[config.mk]
export PLATFORM = sky130hd
export DESIGN_NAME = ncs_ctrl
export DESIGN_NICKNAME = d
export VERILOG_FILES = /design/src/rtl/ncs_pkg.sv /design/src/rtl/ncs_ctrl.sv
export SDC_FILE = /design/constraint.sdc
export NUM_CORES = 1
export LEC_CHECK = 0
export BUFFER_PORTS_ARGS = -buffer_cell sky130_fd_sc_hd__buf_4
export CAP_MARGIN = 20
export CORE_AREA = 5 5 42 44
export CTS_CLUSTER_DIAMETER = 200
export DETAILED_ROUTE_END_ITERATION = 12
export DIE_AREA = 0 0 47 49
export PLACE_DENSITY_LB_ADDON = 0.25
export SYNTH_ARGS = -nofsm -noshare
export SYNTH_HDL_FRONTEND = slang
export SYNTH_SLANG_ARGS = --single-unit
[constraint.sdc]
create_clock -name clk -period 1.2 [get_ports clk]
set_clock_uncertainty 0.05 [all_clocks]
set_input_delay 0.18 -clock clk [delete_from_list [all_inputs] [get_ports clk]]
set_output_delay 0.18 -clock clk [all_outputs]
set_load 0.05 [all_outputs]
[src/rtl/ncs_pkg.sv]
// Shared types and constants for the nearest palette color search block.
// No dependencies; imported by every module of the block.
`default_nettype none

package ncs_pkg;

    // Field widths
    localparam int IDX_W   = 8;
    localparam int CHAN_W  = 8;
    localparam int COLOR_W = 3 * CHAN_W;
    localparam int SQ_W    = 2 * CHAN_W;
    localparam int DIST_W  = 18;

    // Default palette depth
    localparam int PALETTE_SIZE_DEF = 256;

    // Item kinds
    localparam logic KIND_WRITE = 1'b0;
    localparam logic KIND_QUERY = 1'b1;

    // Input beat
    typedef struct packed {
        logic              kind;
        logic [IDX_W-1:0]  entry_index;
        logic [CHAN_W-1:0] red;
        logic [CHAN_W-1:0] green;
        logic [CHAN_W-1:0] blue;
    } ncs_in_t;

    // Result beat
    typedef struct packed {
        logic [IDX_W-1:0]  best_index;
        logic [DIST_W-1:0] best_distance;
    } ncs_out_t;

    // Controller to datapath commands
    typedef struct packed {
        logic write;   // store the item color into the palette
        logic load;    // latch query color, restart scan
        logic read;    // read one palette entry, advance address
    } ncs_cmd_t;

    // Datapath to controller status
    typedef struct packed {
        logic last_addr;   // scan address is the final entry
        logic pipe_empty;  // no entry left in the distance pipeline
    } ncs_stat_t;

endpackage

`default_nettype wire

[src/rtl/ncs_ctrl.sv]
// Controller state machine: accepts beats, sequences the palette scan, strobes done.
// Depends on ncs_pkg; commands ncs_datapath.
`default_nettype none

module ncs_ctrl (
    input  wire logic               clk,
    input  wire logic               rst_n,
    input  wire logic               start,
    input  wire logic               kind,
    input  wire ncs_pkg::ncs_stat_t stat,
    output ncs_pkg::ncs_cmd_t       cmd,
    output logic                    busy,
    output logic                    done
);
    import ncs_pkg::*;

    localparam logic [1:0] ST_IDLE  = 2'd0;
    localparam logic [1:0] ST_SCAN  = 2'd1;
    localparam logic [1:0] ST_DRAIN = 2'd2;

    logic [1:0] state_reg;
    logic [1:0] state_next;
    logic       accept;

    assign busy   = (state_reg != ST_IDLE);
    assign accept = start && !busy;

    // Next state and commands
    always_comb
    begin
        state_next = state_reg;
        cmd        = '0;
        done       = 1'b0;
        case (state_reg)
            ST_IDLE:
            begin
                if (accept)
                begin
                    if (kind == KIND_QUERY)
                    begin
                        cmd.load   = 1'b1;
                        state_next = ST_SCAN;
                    end
                    else
                    begin
                        cmd.write = 1'b1;
                    end
                end
            end
            ST_SCAN:
            begin
                cmd.read = 1'b1;
                if (stat.last_addr)
                begin
                    state_next = ST_DRAIN;
                end
            end
            ST_DRAIN:
            begin
                if (stat.pipe_empty)
                begin
                    done       = 1'b1;
                    state_next = ST_IDLE;
                end
            end
            default:
            begin
                state_next = ST_IDLE;
            end
        endcase
    end

    always_ff @(posedge clk or negedge rst_n)
    begin
        if (!rst_n)
        begin
            state_reg <= ST_IDLE;
        end
        else
        begin
            state_reg <= state_next;
        end
    end

    // Result strobe lasts one cycle
    a_done_pulse: assert property (@(posedge clk) disable iff (!rst_n)
        done |=> !done)
        else $error("done held for more than one cycle");

    // A query beat makes the block busy
    a_query_busy: assert property (@(posedge clk) disable iff (!rst_n)
        (accept && kind == KIND_QUERY) |=> busy)
        else $error("query accepted but block not busy");

    // A write beat leaves the block ready
    a_write_ready: assert property (@(posedge clk) disable iff (!rst_n)
        (accept && kind == KIND_WRITE) |=> !busy)
        else $error("write beat stalled the block");

endmodule

`default_nettype wire

==> flow_results.org, run 1 <==
** Status
- Status :: finished with violations
- The checks that failed: negative setup slack.

** GRT
- Final global-route overflow total :: 0
- The first global-routing pass estimated 807 um of wire.
- Maximum number of pins on one net before global-route repair :: 5
- The via count of the first global-routing pass came to 201.
- Initial antenna violation count :: 0
- For this run, the total global-route usage over all layers was measured as 5.35%.

** Logic synthesis
- Area share of the leading cell type in the synthesized netlist :: 38.5%
- Synth async-reset ratio :: 100%
- Gate count of the mapped netlist :: 14
- Flip-flop and latch count after synthesis :: 2
- The largest total area in the synthesized netlist belongs to sky130_fd_sc_hd__dfrtp_1.
- Seq/Total Area, Yosys :: 38.5%
- The netlist uses 11 different library cells.
- Biggest area contributors in the synthesized netlist :: sky130_fd_sc_hd__dfrtp_1, sky130_fd_sc_hd__nor3b_2, sky130_fd_sc_hd__nor2b_2
- For this run, the number of Yosys warnings is 0.
- Synth cell count leaders :: sky130_fd_sc_hd__dfrtp_1, sky130_fd_sc_hd__nand2_1, sky130_fd_sc_hd__nor2_1
- When the netlist entered floorplanning its net count stood at 20.
- Post-synth design cell area :: 130 um^2
- In the synthesized netlist the dominant register cell turns out to be sky130_fd_sc_hd__dfrtp_1.
- Avg Cell Area, Syn :: 9.29 um^2
- In this run, synthesis inferred 0 flip-flops with an integrated enable.

** Clocking
- In this run the number of H-tree levels came out at 1.
- Clock-pin slew on the worst setup and hold paths :: 0.03 ns
- Total CTS buffers :: 3
- TritonCTS built the clock tree.
- Maximum clock path buffer count :: 2
- The clock net in this run drives a total of 2 sinks.
- Library cell used as clock root buffer :: sky130_fd_sc_hd__clkbuf_4
- Clock insertion delay at the later pin of the skew report :: 0.22 ns

** Placed design
- Port Buffers :: 10
- Routability congestion estimate :: 0.655
- Detailed placement HPWL :: 313 um

** STA
- TNS Setup :: -0.795 ns
- Slew Limit Fails :: 0
- Final critical delay including setup and external delays :: 1.47 ns
- The final hold violation count was 0.
- The worst path uses 123% of the clock period.
- Normalized max-slew margin :: 88.4%
- Transition at the pin with the smallest max-transition slack :: 0.173 ns
- Setup repair after global routing missed its margin :: true
- Setup Viol. Count Final :: 5
- Timing would allow up to 0.680 GHz.
- Once routing completed, OpenROAD measured the worst setup slack at -0.270 ns.

** Cells and area
- 0 antenna diodes ended up in the layout.
- Of the cells placed in the final design, the portion with a size suffix greater than 1 is 75.8%.
- Compared with the post-synthesis result, the final layout area differs by 179%.
- Max reg flops :: 2
- At the end of the flow, the number of nets in the layout was 41.
- Utilization of the core after routing :: 25.9%

** Run
- The tool flagged a number of max-cap violations equal to 0.

** Routing
- Dividing the detail-routed wire length by the instance count gives 10.4 um.
- The detail route stage leaves a number of antenna-violating nets equal to 0.
- Across all layers, the routed design uses 175 vias.
- Initial detailed-routing violation count :: 0
- For this run, design rule violations remaining after detail routing come to 0.
- Drt pass-1 iters :: 1
- Summed over all layers, the routed wires come to 508 um.
- In the routed layout, each cell is associated on average with a via count of 3.57.

** Die
- The die is 49 um tall.
- For this configuration, the core starts out at a cell density of 9.29%.
- The core region is 1400 um^2.
- Width of the die :: 47 um
- The initialized floorplan defines 14 standard-cell rows.
- Die area :: 2300 um^2
- Number of ports placed on the die boundary :: 11

** Worst setup path
- The setup path with the least slack is of type reg2out.
- Crit Reg-Reg Startpoint :: state_reg[0]$_DFFE_PN0P_
- Crit path capture type :: output pin
- For the worst setup path, the data required time is 0.97 ns.
- Capture point of the worst reg-to-reg path :: state_reg[1]$_DFFE_PN0P_
- STA classifies the critical path startpoint as a flip-flop.
- Setup slack on the worst reg-to-reg path comes out at 0.08 ns.
- Counting cells, the worst reg-to-reg path comes to 4.
- Data on the critical path arrives at its endpoint at 1.24 ns.
- CP max FO :: 4

** Power
- The analysis attributes to cell leakage a power of 0.184 nW.
- IR analysis of the VDD net gives a maximum drop of 0.513 mV.
- For this design the ratio of total power to cell area is 1740 nW/um^2.

** Worst hold path
- Min-Delay Startpoint :: stat[1]
- The worst hold path terminates at state_reg[1]$_DFFE_PN0P_.
- Number of instances on the worst hold path :: 2
- The worst hold path belongs to the class in2reg.
==> worst max-delay path by stage <==
| stage | startpoint | slack, ns | end |
|---|---|---|---|
| after floorplan | state_reg[0]$_DFFE_PN0P_ | -0.26 | cmd[2] |
| after global placement | state_reg[0]$_DFFE_PN0P_ | -0.04 | cmd[2] |
| after detailed placement | state_reg[0]$_DFFE_PN0P_ | -0.04 | cmd[2] |
| after CTS | state_reg[0]$_DFFE_PN0P_ | -0.26 | cmd[2] |
| after global routing | state_reg[0]$_DFFE_PN0P_ | -0.31 | cmd[2] |
| final | state_reg[0]$_DFFE_PN0P_ | -0.27 | cmd[1] |
==> metrics by stage <==
step | instances | setup WS [ns] | hold slack [ns] | cell area (um^2) | power (W)
after floorplan | 14 | -0.255 | -0.166 | 139 | 0.000270
after global placement | 41 | -0.0352 | -0.0869 | 241 | 0.000343
after detailed placement | 41 | -0.0435 | -0.0839 | 241 | 0.000350
after CTS | 49 | -0.262 | 0.117 | 354 | 0.000626
after global routing | 49 | -0.314 | 0.135 | 363 | 0.000665
final | 49 | -0.270 | 0.132 | 363 | 0.000630
==> cell type report <==
cell class / instances / area [um^2]
Fill cell: 156 / 1040
Timing Repair Buffer: 17 / 164
Multi-Input combinational cell: 10 / 103
Sequential cell: 2 / 50.0
Clock buffer: 3 / 22.5
Tap cell: 16 / 20.0
Inverter: 1 / 3.75
==> critical path: stages (launching register included) <==
cell,delay (ns)
sky130_fd_sc_hd__dfrtp_1,0.37
sky130_fd_sc_hd__or2_4,0.28
sky130_fd_sc_hd__buf_4,0.15
sky130_fd_sc_hd__nor2_4,0.07
sky130_fd_sc_hd__buf_6,0.16
==> kinds of logic (layout without fill, tap and decap cells) <==
group	Yosys count	count (layout)	share of synthesized area (%)
and+or+nand+nor	8	8	40.4
AOI/OAI and AO/OA	2	2	12.5
DFF	2	2	38.5
buffers and inverters	2	21	8.65
==> cell usage in the layout (no fill, tap or decap) <==
master / count
sky130_fd_sc_hd__or2_4: 1
sky130_fd_sc_hd__buf_8: 3
sky130_fd_sc_hd__dfrtp_1: 2
sky130_fd_sc_hd__a21o_1: 1
sky130_fd_sc_hd__nor2b_4: 1
sky130_fd_sc_hd__nor2_4: 2
sky130_fd_sc_hd__dlygate4sd3_1: 1
sky130_fd_sc_hd__buf_6: 3
sky130_fd_sc_hd__buf_4: 10
sky130_fd_sc_hd__nand2_4: 1
sky130_fd_sc_hd__nor3b_4: 1
sky130_fd_sc_hd__nand2_1: 1
sky130_fd_sc_hd__o2bb2ai_1: 1
sky130_fd_sc_hd__nor3b_1: 1
sky130_fd_sc_hd__clkbuf_4: 3
sky130_fd_sc_hd__inv_1: 1
==> power by group <==
| group | internal, W | total [W] | switching [W] |
|---|---|---|---|
| logic | 0.000193 | 0.000392 | 0.000199 |
| clock network | 0.000110 | 0.000149 | 0.0000388 |
| registers | 0.0000809 | 0.0000886 | 0.00000766 |
==> per-layer routing <==
metal | wire length [um] | GRT usage (%)
met1 | 165 | 5.05
met4 | 0 | 6.91
met5 | 0 | 0
met2 | 274 | 7.69
met3 | 68 | 1.48
==> timing repair <==
item	in CTS	in global routing
hold buffers	1	0
pin swaps	1	2
setup buffers	5	2
gates resized for setup	13	3
setup endpoints to repair	5	6
endpoints found under the hold margin	2	0
Power figures use the tool's default switching activity.
==> run 2: changes to the inputs <==
--- a/config.mk
+++ b/config.mk
@@ -10,3 +10,3 @@
 export CORE_AREA = 5 5 42 44
-export CTS_CLUSTER_DIAMETER = 200
+export CTS_BUF_LIST = sky130_fd_sc_hd__clkbuf_4 sky130_fd_sc_hd__clkbuf_8
 export DETAILED_ROUTE_END_ITERATION = 12
--- a/constraint.sdc
+++ b/constraint.sdc
@@ -4,2 +4,2 @@
 set_output_delay 0.18 -clock clk [all_outputs]
-set_load 0.05 [all_outputs]
+set_load 0.1 [all_outputs]
==> run 2 against run 1 <==
The run still ends with negative setup slack left. Maximum frequency decreased by 2.8%. Hold slack got worse by 0.0027 ns. Power increased by 24%. Utilization increased by 2.2 points. Critical path type unchanged. Critical endpoint is now cmd[2]. Largest cell class unchanged.
==> flow_results.org, run 2 (same netlist as run 1, synthesis figures left out) <==
** Status
- The flow ran to the end, but the final reports show violations.
- The final reports fail on negative setup slack.

** Routing
- The via density per instance came to 3.57 (unchanged).
- The remaining antenna violation count after routing came to 0 (unchanged).
- The via count is 175 (unchanged).
- Initial detailed-routing violation count :: 5 (+5)
- The wire length per cell after detailed routing was 9.98 um (-3.7%).
- Drt pass-1 iters :: 2 (+1)
- DRC violations left :: 0 (unchanged)
- The final routed wirelength across all metal layers came to 489 um (-3.7%).

** Placed design
- The number of buffers added on ports is 10 (unchanged).
- The worst setup slack after placement is -0.139 ns (-0.0953 ns).
- The placer's final routability congestion estimate was 0.659 (+0.58%).
- Detailed placement HPWL :: 335 um (+6.8%)
- Total placed instance area :: 244 um^2 (+1.0%)

** Die
- Die outline height :: 49 um (unchanged)
- The I/O pin count was 11 (unchanged).
- Initial core utilization :: 9.29% (unchanged)
- Core footprint :: 1400 um^2 (unchanged)
- Die area :: 2300 um^2 (unchanged)
- The die width came to 47 um (unchanged).
- The number of core rows came to 14 (unchanged).

** Run
- The count of max-cap constraint violations is 0 (unchanged).

** Worst setup path
- The worst setup path is launched from a flip-flop.
- CP max FO :: 4 (unchanged)
- The worst endpoint required time came to 0.97 ns (about the same).
- The critical path depth in cells is 3 (-1).
- Timing startpoint of the critical path :: state_reg[0]$_DFFE_PN0P_
- The critical path ends at cmd[2].
- The depth of the most critical reg-to-reg path was 4 (unchanged).
- Crit path capture type :: output pin
- The stage delay of the slowest cell on the critical path came to 0.37 ns (about the same).
- Walking the worst path, the cells encountered are or2_4 > nor3b_4 > buf_12.
- Data arrival time at the worst-slack endpoint :: 1.28 ns (+0.04 ns)
- The worst register-to-register path ends at state_reg[1]$_DFFE_PN0P_.
- The worst register-to-register path begins at state_reg[0]$_DFFE_PN0P_.
- Worst reg-to-reg setup slack :: 0.09 ns (about the same)
- WS Path Type :: reg2out
- Family with the most delay on the worst path :: simple AND/OR/NAND/NOR gates
- Number of buffers and inverters on the critical path :: 1 (-1)
- Cell at the slowest stage of the critical path :: sky130_fd_sc_hd__dfrtp_1

** Clocking
- Maximum level of the CTS H-tree :: 1 (unchanged)
- The sink count of the clock tree came to 2 (unchanged).
- Clock insertion delay at the later pin of the skew report :: 0.22 ns (about the same)
- The maximum clock path buffer count is 2 (unchanged).
- The root buffer cell chosen for the clock tree is sky130_fd_sc_hd__clkbuf_4.
- The clock-pin transition on the worst setup and hold timing paths came to 0.03 ns (about the same).
- Clock tree from TritonCTS :: built
- The clock buffer count from CTS was 3 (unchanged).

** STA
- Slew Limit Fails :: 0 (unchanged)
- The actual slew at the worst max-slew pin came to 0.185 ns (+0.0117 ns).
- Setup repair after global routing could not meet its margin everywhere.
- The headroom to the max-slew limit is 87.7% (-0.77 points).
- The timing-limited maximum frequency was 0.661 GHz (-2.8%).
- The final critical delay including setup and external delays was 1.51 ns (+0.0419 ns).
- Setup Viol. Count Final :: 5 (unchanged)
- The setup slack after layout came to -0.312 ns (-0.0419 ns).
- Count of final hold-check violations :: 0 (unchanged)
- The share of the clock period used by the worst path was 126% (+3.5 points).
- Worst hold slack :: 0.129 ns (-0.00270 ns)

** Cells and area
- Most common cell after layout, fill and taps aside :: sky130_fd_sc_hd__buf_4
- The final standard cell utilization of the core is 28.1% (+2.2 points).
- Highest-count cells in the layout ignoring fill and taps :: sky130_fd_sc_hd__buf_4, sky130_fd_sc_hd__buf_12, sky130_fd_sc_hd__clkbuf_4
- Max reg flops :: 2 (unchanged)
- The final-stage net count is 41 (unchanged).
- The final design area excluding fillers was 394 um^2 (+8.6%).
- The number of antenna diodes was 0 (unchanged).
- The layout cell share with drive strength beyond 1 came to 75.8% (unchanged).
- Synth-to-layout area growth :: 203%

** Power
- The peak supply drop is 0.609 mV (+19%).
- Cell Int Power :: 0.000428 W (+11%)
- The share of power burned in registers was 11.4% (-2.7 points).
- Static Leakage :: 0.193 nW (+4.9%)
- The net switching power figure came to 0.000355 W (+44%).
- Combinational group share of total power :: 70.3% (+8.0 points)
- Clock share of power :: 18.4% (-5.3 points)
- Switching power as a share of total power :: 45.3% (+6.3 points)
- Power per unit of standard cell area :: 1990 nW/um^2 (+14%)

** GRT
- The largest net degree at the start of global routing is 5 (unchanged).
- Global routing usage summed across all routing layers :: 5.63% (+0.28 points)
- The total congestion overflow came to 0 (unchanged).
- Number of global-route vias before repair :: 231 (+15%)
- Global-route wire length before repair :: 938 um (+16%)
- The initial antenna violation count came to 0 (unchanged).

** Worst hold path
- The min-delay analysis places its worst path in the category in2reg.
[run 2: cell counts in the layout (fill, tap and decap cells not counted)]
No cell type changed its count.
[run 2: per-layer routing]
layer	global-route usage (%)	routed length, um	up-vias
li1	-	-	84
met1	5.49	196	80
met2	8.37	231	11
met3	4.43	61	0
met4	2.76	0	0
met5	0	0	-
[run 2: repair_timing]
item                                    4_1_cts  5_1_grt
resized for setup                            19        3
setup buffers                                 2        3
endpoints found under the setup margin        5        5
pin swaps                                     0        1
hold buffers                                  1        0
hold endpoints to repair                      2        0
[run 2: power groups by stage]
| stage | combinational [W] | sequential (W) | clock [W] |
|---|---|---|---|
| after floorplan | 0.000288 | 0.0000929 | 0 |
| after global placement | 0.000367 | 0.0000871 | 0 |
| after detailed placement | 0.000375 | 0.0000876 | 0 |
| after CTS | 0.000509 | 0.0000883 | 0.000158 |
| after global routing | 0.000573 | 0.0000897 | 0.000169 |
| final | 0.000550 | 0.0000889 | 0.000144 |
[run 2: metrics by stage]
step | std cells | TNS [ns] | power [W]
CTS | 47 | -0.982 | 0.000755
finish | 49 | -1.01 | 0.000783
global route | 49 | -1.28 | 0.000832
floorplan | 14 | -1.60 | 0.000381
global placement | 41 | -0.177 | 0.000454
detailed placement | 41 | -0.197 | 0.000462
[run 2: area by class of cell]
type                            count  area [um^2]
Inverter                            1         3.75
Tap cell                           16         20.0
Timing Repair Buffer               17          200
Multi-Input combinational cell     10         97.6
Clock buffer                        3         22.5
Sequential cell                     2         50.0
Fill cell                         148         1010
[run 2: worst min-delay path by stage]
stage,from,to,slack (ns),depth (start not counted)
2_1_floorplan,rst_n,state_reg[0]$_DFFE_PN0P_,-0.17,0
3_3_place_gp,rst_n,state_reg[1]$_DFFE_PN0P_,-0.09,1
3_5_place_dp,rst_n,state_reg[1]$_DFFE_PN0P_,-0.08,1
4_1_cts,stat[1],state_reg[1]$_DFFE_PN0P_,0.12,2
5_1_grt,stat[1],state_reg[1]$_DFFE_PN0P_,0.12,2
6_report,stat[1],state_reg[1]$_DFFE_PN0P_,0.13,2
